$ cat src/rtl/assert_macros.svh
// Assertion macros used by the tokenizer top level.
`ifndef ASSERT_MACROS_SVH
`define ASSERT_MACROS_SVH

// Checks that a property holds at every clock edge outside reset.
`define CFT_ASSERT(label, prop, msg) \
  label: assert property (@(posedge clk_i) disable iff (!rst_ni) (prop)) else $error(msg);

// Checks that a consequent holds in the same cycle as its antecedent.
`define CFT_ASSERT_IMPL(label, ante, cons, msg) \
  label: assert property (@(posedge clk_i) disable iff (!rst_ni) (ante) |-> (cons)) \
    else $error(msg);

`endif

$ cat src/rtl/cft_pkg.sv
// Types and constants shared by the CSV field tokenizer modules.
package cft_pkg;

  // Fixed character codes.
  localparam logic [7:0] CH_SQUOTE = 8'h27;
  localparam logic [7:0] CH_DQUOTE = 8'h22;
  localparam logic [7:0] CH_LF     = 8'h0A;
  localparam logic [7:0] CH_CR     = 8'h0D;
  localparam logic [7:0] CH_SPACE  = 8'h20;
  localparam logic [7:0] CH_TAB    = 8'h09;

  // Configuration register indexes and reset values.
  localparam logic [1:0] CFG_DELIM   = 2'd0;
  localparam logic [1:0] CFG_REC_END = 2'd1;
  localparam logic [1:0] CFG_COMMENT = 2'd2;
  localparam logic [7:0] DELIM_RST   = 8'd44;
  localparam logic [7:0] REC_END_RST = 8'd10;
  localparam logic [7:0] COMMENT_RST = 8'd35;

  // Kind of a result word.
  localparam logic EV_BYTE   = 1'b0;
  localparam logic EV_RECORD = 1'b1;

  // Kind of the quote that closed most recently and may still reopen.
  localparam logic [1:0] CQ_NONE   = 2'd0;
  localparam logic [1:0] CQ_SINGLE = 2'd1;
  localparam logic [1:0] CQ_DOUBLE = 2'd2;

  // Parser mode flags.
  typedef struct packed {
    logic       sq_open;
    logic       dq_open;
    logic       cmt_active;
    logic [1:0] closed_kind;
    logic       cmt_pending;
    logic       skip_white;
    logic       ovf_seen;
  } cft_mode_t;

  // Emission request from the parser to the emitter.
  typedef struct packed {
    logic start;  // an input word was taken
    logic fld;    // a non-empty field ends
    logic ovf;    // that field lost bytes
    logic rec;    // an end-of-record event follows
  } cft_req_t;

  // Emitter sequencer states.
  typedef enum logic [1:0] {
    E_IDLE,
    E_FIELD,
    E_REC
  } cft_emit_e;

endpackage

$ cat src/rtl/cft_emit.sv
// Field store memory, emission sequencer and output register stage.
module cft_emit import cft_pkg::*; #(
  parameter int FIELD_MAX = 32,
  localparam int LenW  = $clog2(FIELD_MAX + 1),
  localparam int AddrW = $clog2(FIELD_MAX)
) (
  input  logic             clk_i,
  input  logic             rst_ni,
  input  cft_req_t         req_i,
  input  logic [LenW-1:0]  req_len_i,
  input  logic             wr_en_i,
  input  logic [AddrW-1:0] wr_addr_i,
  input  logic [7:0]       wr_data_i,
  output logic             idle_o,
  output logic             out_valid_o,
  input  logic             out_ready_i,
  output logic             event_kind_o,
  output logic [7:0]       field_byte_o,
  output logic             field_done_o,
  output logic             overflowed_o,
  output logic             run_last_o
);

  logic [7:0]       mem_q [FIELD_MAX];
  logic [7:0]       rdata_q;

  cft_emit_e        state_q, state_d;
  logic [AddrW-1:0] idx_q, idx_d;
  logic [AddrW-1:0] last_idx_q, last_idx_d;
  logic             ovf_q, ovf_d;
  logic             rec_q, rec_d;

  // Read stage metadata, valid while its word waits for the output register.
  logic             rd_vld_q, rd_vld_d;
  logic             rd_kind_q, rd_done_q, rd_ovf_q, rd_last_q;
  logic             rd_kind_d, rd_done_d, rd_ovf_d, rd_last_d;

  logic             out_vld_q, out_vld_d;
  logic             out_kind_q, out_done_q, out_ovf_q, out_last_q;
  logic [7:0]       out_byte_q;

  logic             load;
  logic             issue;
  logic             rd_en;
  logic             at_last;

  assign load    = rd_vld_q && (!out_vld_q || out_ready_i);
  assign issue   = (state_q != E_IDLE) && (!rd_vld_q || load);
  assign at_last = (idx_q == last_idx_q);
  assign idle_o  = (state_q == E_IDLE);

  // Sequencer: one memory read or record token per issue slot.
  always_comb begin
    state_d    = state_q;
    idx_d      = idx_q;
    last_idx_d = last_idx_q;
    ovf_d      = ovf_q;
    rec_d      = rec_q;
    rd_en      = 1'b0;
    rd_kind_d  = rd_kind_q;
    rd_done_d  = rd_done_q;
    rd_ovf_d   = rd_ovf_q;
    rd_last_d  = rd_last_q;
    case (state_q)
      E_IDLE: begin
        if (req_i.start) begin
          idx_d      = '0;
          last_idx_d = AddrW'(req_len_i - LenW'(1));
          ovf_d      = req_i.ovf;
          rec_d      = req_i.rec;
          if (req_i.fld) begin
            state_d = E_FIELD;
          end else if (req_i.rec) begin
            state_d = E_REC;
          end
        end
      end
      E_FIELD: begin
        if (issue) begin
          rd_en     = 1'b1;
          rd_kind_d = EV_BYTE;
          rd_done_d = at_last;
          rd_ovf_d  = ovf_q;
          rd_last_d = at_last && !rec_q;
          idx_d     = idx_q + AddrW'(1);
          if (at_last) begin
            state_d = rec_q ? E_REC : E_IDLE;
          end
        end
      end
      E_REC: begin
        if (issue) begin
          rd_kind_d = EV_RECORD;
          rd_done_d = 1'b0;
          rd_ovf_d  = 1'b0;
          rd_last_d = 1'b1;
          state_d   = E_IDLE;
        end
      end
      default: begin
        state_d = E_IDLE;
      end
    endcase
  end

  assign rd_vld_d  = issue || (rd_vld_q && !load);
  assign out_vld_d = load || (out_vld_q && !out_ready_i);

  // Control registers.
  always_ff @(posedge clk_i or negedge rst_ni) begin
    if (!rst_ni) begin
      state_q   <= E_IDLE;
      rd_vld_q  <= 1'b0;
      out_vld_q <= 1'b0;
    end else begin
      state_q   <= state_d;
      rd_vld_q  <= rd_vld_d;
      out_vld_q <= out_vld_d;
    end
  end

  // Sequencer payload and read stage metadata.
  always_ff @(posedge clk_i) begin
    idx_q      <= idx_d;
    last_idx_q <= last_idx_d;
    ovf_q      <= ovf_d;
    rec_q      <= rec_d;
    rd_kind_q  <= rd_kind_d;
    rd_done_q  <= rd_done_d;
    rd_ovf_q   <= rd_ovf_d;
    rd_last_q  <= rd_last_d;
  end

  // Field store: written while idle, read only while emitting.
  always_ff @(posedge clk_i) begin
    if (wr_en_i) begin
      mem_q[wr_addr_i] <= wr_data_i;
    end
    if (rd_en) begin
      rdata_q <= mem_q[idx_q];
    end
  end

  // Output register.
  always_ff @(posedge clk_i) begin
    if (load) begin
      out_kind_q <= rd_kind_q;
      out_byte_q <= (rd_kind_q == EV_RECORD) ? 8'd0 : rdata_q;
      out_done_q <= rd_done_q;
      out_ovf_q  <= rd_ovf_q;
      out_last_q <= rd_last_q;
    end
  end

  assign out_valid_o  = out_vld_q;
  assign event_kind_o = out_kind_q;
  assign field_byte_o = out_byte_q;
  assign field_done_o = out_done_q;
  assign overflowed_o = out_ovf_q;
  assign run_last_o   = out_last_q;

endmodule

$ cat src/rtl/csv_field_tokenizer.sv
// CSV field tokenizer top level: byte parser, mode registers and configuration.
// The first result of a word passes the sequencer state, the read stage and the output register.
// Throughput: a word without results is taken every cycle while the emitter is idle; a word
// with results holds the input while the sequencer reads the field store one byte a cycle unless the output stalls.
// Reset clears modes, length and flags and restores the configuration defaults;
// the field store is not cleared.
`include "assert_macros.svh"

module csv_field_tokenizer import cft_pkg::*; #(
  parameter int FIELD_MAX = 32
) (
  input  logic       clk_i,
  input  logic       rst_ni,
  input  logic       cfg_valid_i,
  output logic       cfg_ready_o,
  input  logic [1:0] cfg_index_i,
  input  logic [7:0] cfg_data_i,
  input  logic       in_valid_i,
  output logic       in_ready_o,
  input  logic       has_byte_i,
  input  logic [7:0] text_byte_i,
  input  logic       end_of_stream_i,
  output logic       out_valid_o,
  input  logic       out_ready_i,
  output logic       event_kind_o,
  output logic [7:0] field_byte_o,
  output logic       field_done_o,
  output logic       overflowed_o,
  output logic       run_last_o
);

  localparam int LenW  = $clog2(FIELD_MAX + 1);
  localparam int AddrW = $clog2(FIELD_MAX);

  logic [7:0]       delim_q, rec_end_q, comment_q;
  cft_mode_t        mode_q, mode_d;
  logic [LenW-1:0]  len_q, len_d;
  logic [LenW-1:0]  mark_q, mark_d;

  logic             accept;
  logic             emit_idle;
  cft_req_t         req;
  logic [LenW-1:0]  fld_len;
  logic             wr_en;
  logic [AddrW-1:0] wr_addr;
  logic             stop;
  logic             line_end;
  logic [7:0]       same_q8, other_q8;
  logic [7:0]       b;

  assign cfg_ready_o = 1'b1;
  assign in_ready_o  = emit_idle;
  assign accept      = in_valid_i && in_ready_o;
  assign b           = text_byte_i;
  assign line_end    = (b == rec_end_q) || (b == CH_LF) || (b == CH_CR);
  assign same_q8     = (mode_q.closed_kind == CQ_SINGLE) ? CH_SQUOTE : CH_DQUOTE;
  assign other_q8    = (mode_q.closed_kind == CQ_SINGLE) ? CH_DQUOTE : CH_SQUOTE;

  // Byte parser: next modes, store write and emission request for one word.
  always_comb begin
    mode_d      = mode_q;
    len_d       = len_q;
    mark_d      = mark_q;
    wr_en       = 1'b0;
    wr_addr     = len_q[AddrW-1:0];
    fld_len     = len_q;
    req         = '0;
    req.start   = accept;
    stop        = 1'b0;

    if (has_byte_i) begin
      // Drop spaces and tabs after a space delimiter.
      if (mode_d.skip_white) begin
        if (b == CH_SPACE || b == CH_TAB) begin
          stop = 1'b1;
        end else begin
          mode_d.skip_white = 1'b0;
        end
      end

      // Tentative close after a quote ends a string.
      if (!stop) begin
        if (mode_d.closed_kind == CQ_SINGLE || mode_d.closed_kind == CQ_DOUBLE) begin
          if (mode_d.cmt_pending) begin
            if (b == delim_q || (b != same_q8 && line_end)) begin
              len_d                = mark_d;
              mode_d.cmt_active    = 1'b1;
              mode_d.cmt_pending   = 1'b0;
              mode_d.closed_kind   = CQ_NONE;
            end else if (b == same_q8) begin
              mode_d.cmt_pending = 1'b0;
              stop               = 1'b1;
            end else begin
              if (len_d < LenW'(FIELD_MAX)) begin
                wr_en   = 1'b1;
                wr_addr = len_d[AddrW-1:0];
                len_d   = len_d + LenW'(1);
              end else begin
                mode_d.ovf_seen = 1'b1;
              end
              stop = 1'b1;
            end
          end else if (b == delim_q || b == other_q8 || line_end) begin
            mode_d.closed_kind = CQ_NONE;
          end else if (b == same_q8) begin
            stop = 1'b1;
          end else if (b == comment_q) begin
            mode_d.cmt_pending = 1'b1;
            mark_d             = len_d;
            if (len_d < LenW'(FIELD_MAX)) begin
              wr_en   = 1'b1;
              wr_addr = len_d[AddrW-1:0];
              len_d   = len_d + LenW'(1);
            end else begin
              mode_d.ovf_seen = 1'b1;
            end
            stop = 1'b1;
          end
        end else begin
          mode_d.closed_kind = CQ_NONE;
        end
      end

      // Main byte classification.
      if (!stop) begin
        if (b == CH_SQUOTE && !mode_d.dq_open && !mode_d.cmt_active) begin
          if (!mode_d.sq_open) begin
            mode_d.sq_open = 1'b1;
          end else begin
            mode_d.sq_open     = 1'b0;
            mode_d.closed_kind = CQ_SINGLE;
          end
        end else if (b == CH_DQUOTE && !mode_d.sq_open && !mode_d.cmt_active) begin
          if (!mode_d.dq_open) begin
            mode_d.dq_open = 1'b1;
          end else begin
            mode_d.dq_open     = 1'b0;
            mode_d.closed_kind = CQ_DOUBLE;
          end
        end else if (b == comment_q && !mode_d.sq_open && !mode_d.dq_open) begin
          mode_d.cmt_active = 1'b1;
        end else if (b == delim_q && !mode_d.sq_open && !mode_d.dq_open &&
                     !mode_d.cmt_active) begin
          req.fld         = (len_d != '0);
          req.ovf         = mode_d.ovf_seen;
          fld_len         = len_d;
          len_d           = '0;
          mode_d.ovf_seen = 1'b0;
          if (delim_q == CH_SPACE) begin
            mode_d.skip_white = 1'b1;
          end
        end else if (b == rec_end_q) begin
          mode_d.sq_open    = 1'b0;
          mode_d.dq_open    = 1'b0;
          mode_d.cmt_active = 1'b0;
          req.fld           = (len_d != '0);
          req.ovf           = mode_d.ovf_seen;
          req.rec           = 1'b1;
          fld_len           = len_d;
          len_d             = '0;
          mode_d.ovf_seen   = 1'b0;
        end else if (b == CH_LF || b == CH_CR) begin
          mode_d.cmt_active = 1'b0;
          req.fld           = (len_d != '0);
          req.ovf           = mode_d.ovf_seen;
          fld_len           = len_d;
          len_d             = '0;
          mode_d.ovf_seen   = 1'b0;
        end else if (!mode_d.cmt_active) begin
          if (len_d < LenW'(FIELD_MAX)) begin
            wr_en   = 1'b1;
            wr_addr = len_d[AddrW-1:0];
            len_d   = len_d + LenW'(1);
          end else begin
            mode_d.ovf_seen = 1'b1;
          end
        end
      end
    end

    // Stream end: settle a pending comment and flush a non-empty field.
    if (end_of_stream_i) begin
      if (mode_d.cmt_pending) begin
        len_d              = mark_d;
        mode_d.cmt_active  = 1'b1;
        mode_d.cmt_pending = 1'b0;
      end
      mode_d.closed_kind = CQ_NONE;
      mode_d.skip_white  = 1'b0;
      if (len_d != '0) begin
        req.fld         = 1'b1;
        req.ovf         = mode_d.ovf_seen;
        req.rec         = 1'b1;
        fld_len         = len_d;
        len_d           = '0;
        mode_d.ovf_seen = 1'b0;
      end
    end

    if (!accept) begin
      wr_en = 1'b0;
    end
  end

  // Mode, length and configuration registers.
  always_ff @(posedge clk_i or negedge rst_ni) begin
    if (!rst_ni) begin
      mode_q    <= '0;
      len_q     <= '0;
      mark_q    <= '0;
      delim_q   <= DELIM_RST;
      rec_end_q <= REC_END_RST;
      comment_q <= COMMENT_RST;
    end else begin
      if (accept) begin
        mode_q <= mode_d;
        len_q  <= len_d;
        mark_q <= mark_d;
      end
      if (cfg_valid_i && cfg_ready_o) begin
        case (cfg_index_i)
          CFG_DELIM:   delim_q   <= cfg_data_i;
          CFG_REC_END: rec_end_q <= cfg_data_i;
          CFG_COMMENT: comment_q <= cfg_data_i;
          default: begin
          end
        endcase
      end
    end
  end

  cft_emit #(
    .FIELD_MAX(FIELD_MAX)
  ) u_emit (
    .clk_i        (clk_i),
    .rst_ni       (rst_ni),
    .req_i        (req),
    .req_len_i    (fld_len),
    .wr_en_i      (wr_en),
    .wr_addr_i    (wr_addr),
    .wr_data_i    (text_byte_i),
    .idle_o       (emit_idle),
    .out_valid_o  (out_valid_o),
    .out_ready_i  (out_ready_i),
    .event_kind_o (event_kind_o),
    .field_byte_o (field_byte_o),
    .field_done_o (field_done_o),
    .overflowed_o (overflowed_o),
    .run_last_o   (run_last_o)
  );

  // The field never grows past the store.
  `CFT_ASSERT(a_len_bound, len_q <= LenW'(FIELD_MAX), "field length exceeds store")
  // A pending comment only exists during a tentative close.
  `CFT_ASSERT_IMPL(a_pend_kind, mode_q.cmt_pending,
                   mode_q.closed_kind == CQ_SINGLE || mode_q.closed_kind == CQ_DOUBLE,
                   "pending comment without a closed quote")
  // The cut-back mark of a pending comment lies inside the field.
  `CFT_ASSERT_IMPL(a_mark_bound, mode_q.cmt_pending, mark_q <= len_q,
                   "pending comment mark beyond field length")

endmodule

$ cat config.mk
export PLATFORM = sky130hd
export DESIGN_NAME = csv_field_tokenizer
export DESIGN_NICKNAME = d
export VERILOG_FILES = /design/src/rtl/cft_pkg.sv /design/src/rtl/cft_emit.sv /design/src/rtl/csv_field_tokenizer.sv
export VERILOG_INCLUDE_DIRS = /design/src /design/src/rtl
export SDC_FILE = /design/constraint.sdc
export NUM_CORES = 1
export LEC_CHECK = 0
export BUFFER_PORTS_ARGS = -buffer_cell sky130_fd_sc_hd__buf_2
export CORE_ASPECT_RATIO = 0.8
export CORE_MARGIN = 4
export CORE_UTILIZATION = 59
export DETAILED_ROUTE_END_ITERATION = 8
export GPL_ROUTABILITY_DRIVEN = 0
export PLACE_DENSITY = 0.75
export SLEW_MARGIN = 40
export SYNTH_ARGS = -nofsm -noshare
export SYNTH_HDL_FRONTEND = slang
export SYNTH_SLANG_ARGS = --single-unit
$ cat constraint.sdc
create_clock -name clk_i -period 7.2 [get_ports clk_i]
set_input_delay 1.44 -clock clk_i [delete_from_list [all_inputs] [get_ports clk_i]]
set_output_delay 1.44 -clock clk_i [all_outputs]
set_load 0.02 [all_outputs]
==> run metrics <==
DR vias 8,699; status complete, no violations; cell internal pwr 4.17 mW; final net count 1,010; YS warnings 0; CTS Buf Count 34; drt total wl 33,700 um; fillers 1,643; Worst-Skew Late Latency 530 ps; Final min period 5720 ps; Mapped Area 0.0152 mm^2; worst slew pin tran 823 ps; number of global-route vias before repair 8,411; final number of hold-violating endpoints 0; net switching power 1.86 mW; Post-Syn Nets 969; fin crit share 79.5%; CTS sink cnt 340; DR WL/cell 25.4 um; Mapped Avg Cell Area 16.3 um^2; DR pass1 iterations 7; Tot GR Track Use 24.2%; Leakage Power 5.60 nW; Slowest cell on crit path buf_2; Initial Utilization 60.0%; max_cap viols 0; post-CTS sizing 0; Remaining Overflow, GRT 0; Die Area 0.0284 mm^2; slew margin rel. 44.9%; Sw Share 30.8%; clock buffer depth 3; Clk pwr share 29.4%; fin. max-slew vios 0; Layout Utilization 66.5%; Post-DRT Antenna Nets 0; crit-path max FO 43; synthesized flop and latch total 340; Synth Instances 935; CORE AREA 0.0253 mm^2; DR DRC count 0; chip width 187 um; num rows 52; hold buffer count at cts 0; top_reg_cell synth edfxtp_1; Final Non-Filler Cells 1,325; f_max 175 MHz; DR iter-0 viols 1,042; Worst-path clk slew 60 ps; pre-CTS WS 953 ps; post-CTS setup buffer count 0; PnR worst setup slack 1480 ps; async set-reset flop share out of synthesis 14.1%; CP startpoint kind input port; Hold WS 420 ps; H-tree depth 2; Finish-stage setup viols 0; RSZ-0062 raised after global routing no; maximum cell stage delay along the critical path 620 ps; clock skew 14.6 ps; CP Capture Type flop; Peak VDD IR 255 uV; Post-synth EDFFs 292; combinational share of power 29.1%; CTS tree yes; clk root buf clkbuf_16; Placed Cells incl. Taps 1,264; Ports 40; largest net degree at the start of global routing 68; n_diodes 0; die height 152 um; HPWL after detailed placement 21,200 um; share of cells above drive strength 1 27.4%; # port buffers 38; Layout area overhead 10.8%; Final TNS setup 0 ps; CP Data Arrival Time 6000 ps; cell chain of the critical path buf_2 -> xnor2_1 -> nand4_1 -> o311ai_4 -> mux2i_1 -> a211oi_4 -> ha_1 -> o21a_1 -> a21o_1 -> a32oi_2 -> a221oi_2 -> nor4_1 -> nor2_1 -> nor2_1 -> a21oi_1 -> ha_1 -> o2111ai_1 -> xnor2_1; critical path type in2reg; Hold Path Class reg2reg; first-pass GRT wire length 51,800 um; Critical Path RT 7480 ps; sequential power share 41.6%; Seq/Total Area, Yosys 65.7%; initial antenna violation count 4; vias per inst 6.57; Yosys cell types 90; P per Cell Area 358 mW/mm^2
[cell usage after synthesis (all sizes together), types with 19 or more instances]
cell type | n | area (um^2)
clkbuf | 28 | 105
xnor2 | 23 | 201
nand3 | 19 | 95.1
mux2 | 40 | 450
mux4 | 80 | 1800
a21oi | 31 | 166
edfxtp | 292 | 8770
nor2 | 80 | 310
inv | 20 | 75.1
nand2 | 49 | 186
dfrtp | 40 | 1000
o21ai | 31 | 159
[layout make-up]
type / instances / area [um^2] / area share, %
Multi-Input combinational cell: 533 / 5000 / 29.7
Sequential cell: 340 / 9980 / 59.3
Inverter: 21 / 78.8 / 0.468
Tap cell: 324 / 405 / 2.41
Clock buffer: 44 / 908 / 5.40
Timing Repair Buffer: 46 / 260 / 1.55
Clock inverter: 17 / 204 / 1.21
[cells by family after synthesis]
kind of cell	synth area share [%]
and+or+nand+nor	7.67
xor gates and xnor gates	2.25
muxes	15.3
buffers and inverters	1.71
AOI/OAI and AO/OA	6.65
other	0.0247
DFF	65.7
adders and majority gates	0.741
[path summary, 6_finish.rpt]
| kind | startpoint | endpoint | slack [ps] | depth (start not counted) |
|---|---|---|---|---|
| worst max-delay path | text_byte_i[2] | u_emit.last_idx_q[4] | 1480 | 18 |
| worst min-delay path | u_emit.rd_last_q | u_emit.run_last_o | 420 | 0 |
| worst max register to register | mode_q[3] | u_emit.last_idx_q[4] | 2350 | 19 |
| worst min register to register | u_emit.rd_last_q | u_emit.run_last_o | 420 | 0 |
| max in group asynchronous | rst_ni | delim_q[4] | 5730 | 2 |
| min in group asynchronous | rst_ni | u_emit.rd_vld_q | 1010 | 2 |
[flip-flops by register name (all words and copies together) (netlist names), 2 cells and up]
| name | flops |
|---|---|
| comment_q | 8 |
| delim_q | 8 |
| len_q | 6 |
| mark_q | 6 |
| mode_q | 8 |
| rec_end_q | 8 |
| u_emit.field_byte_o | 8 |
| u_emit.idx_q | 5 |
| u_emit.last_idx_q | 5 |
| u_emit.mem_q | 256 |
| u_emit.rdata_q | 8 |
| u_emit.state_q | 2 |
[worst max-delay path, delay by kind of cell]
kind / cells / cell delay, ps
adder cells (fa/ha/maj): 2 / 410
AND/OR/NAND/NOR: 4 / 760
buffers and inverters: 1 / 620
AO/OA/AOI/OAI: 8 / 2210
multiplexers: 1 / 190
XOR/XNOR: 2 / 340
[metrics by stage]
step           total power [mW]  instance area, um^2
6_report                   6.03                16800
2_1_floorplan              3.79                15200
4_1_cts                    6.05                16800
5_1_grt                    6.29                16800
3_3_place_gp               4.24                15700
3_5_place_dp               4.27                15700
[power by group through the flow]
| stage | Sequential [mW] | Combinational, mW | Clock (mW) |
|---|---|---|---|
| 2_1_floorplan | 2.50 | 1.30 | 0 |
| 3_3_place_gp | 2.55 | 1.69 | 0 |
| 3_5_place_dp | 2.54 | 1.73 | 0 |
| 4_1_cts | 2.50 | 1.75 | 1.79 |
| 5_1_grt | 2.52 | 1.89 | 1.88 |
| 6_report | 2.51 | 1.75 | 1.77 |
[metal layers]
| layer | global-route usage, % | vias up | wire [um] |
|---|---|---|---|
| met5 | 0 | - | 16 |
| met1 | 38.0 | 4408 | 14800 |
| met2 | 35.2 | 454 | 14900 |
| met4 | 5.87 | 2 | 649 |
| met3 | 5.45 | 62 | 3350 |
| li1 | - | 3773 | - |
[layout by cell type (no fill, tap or decap), types with 12 or more instances in the layout]
cell,instances
edfxtp_1,292
mux4_2,80
nor2_1,63
nand2_1,47
mux2_2,40
dfrtp_1,40
buf_2,37
clkbuf_16,34
a21oi_1,28
o21ai_0,25
xnor2_1,23
inv_1,19
nand3_1,19
nor2_2,16
xor2_1,16
nor3_1,14
nor2b_1,12
(Power assumes the default switching activity.)
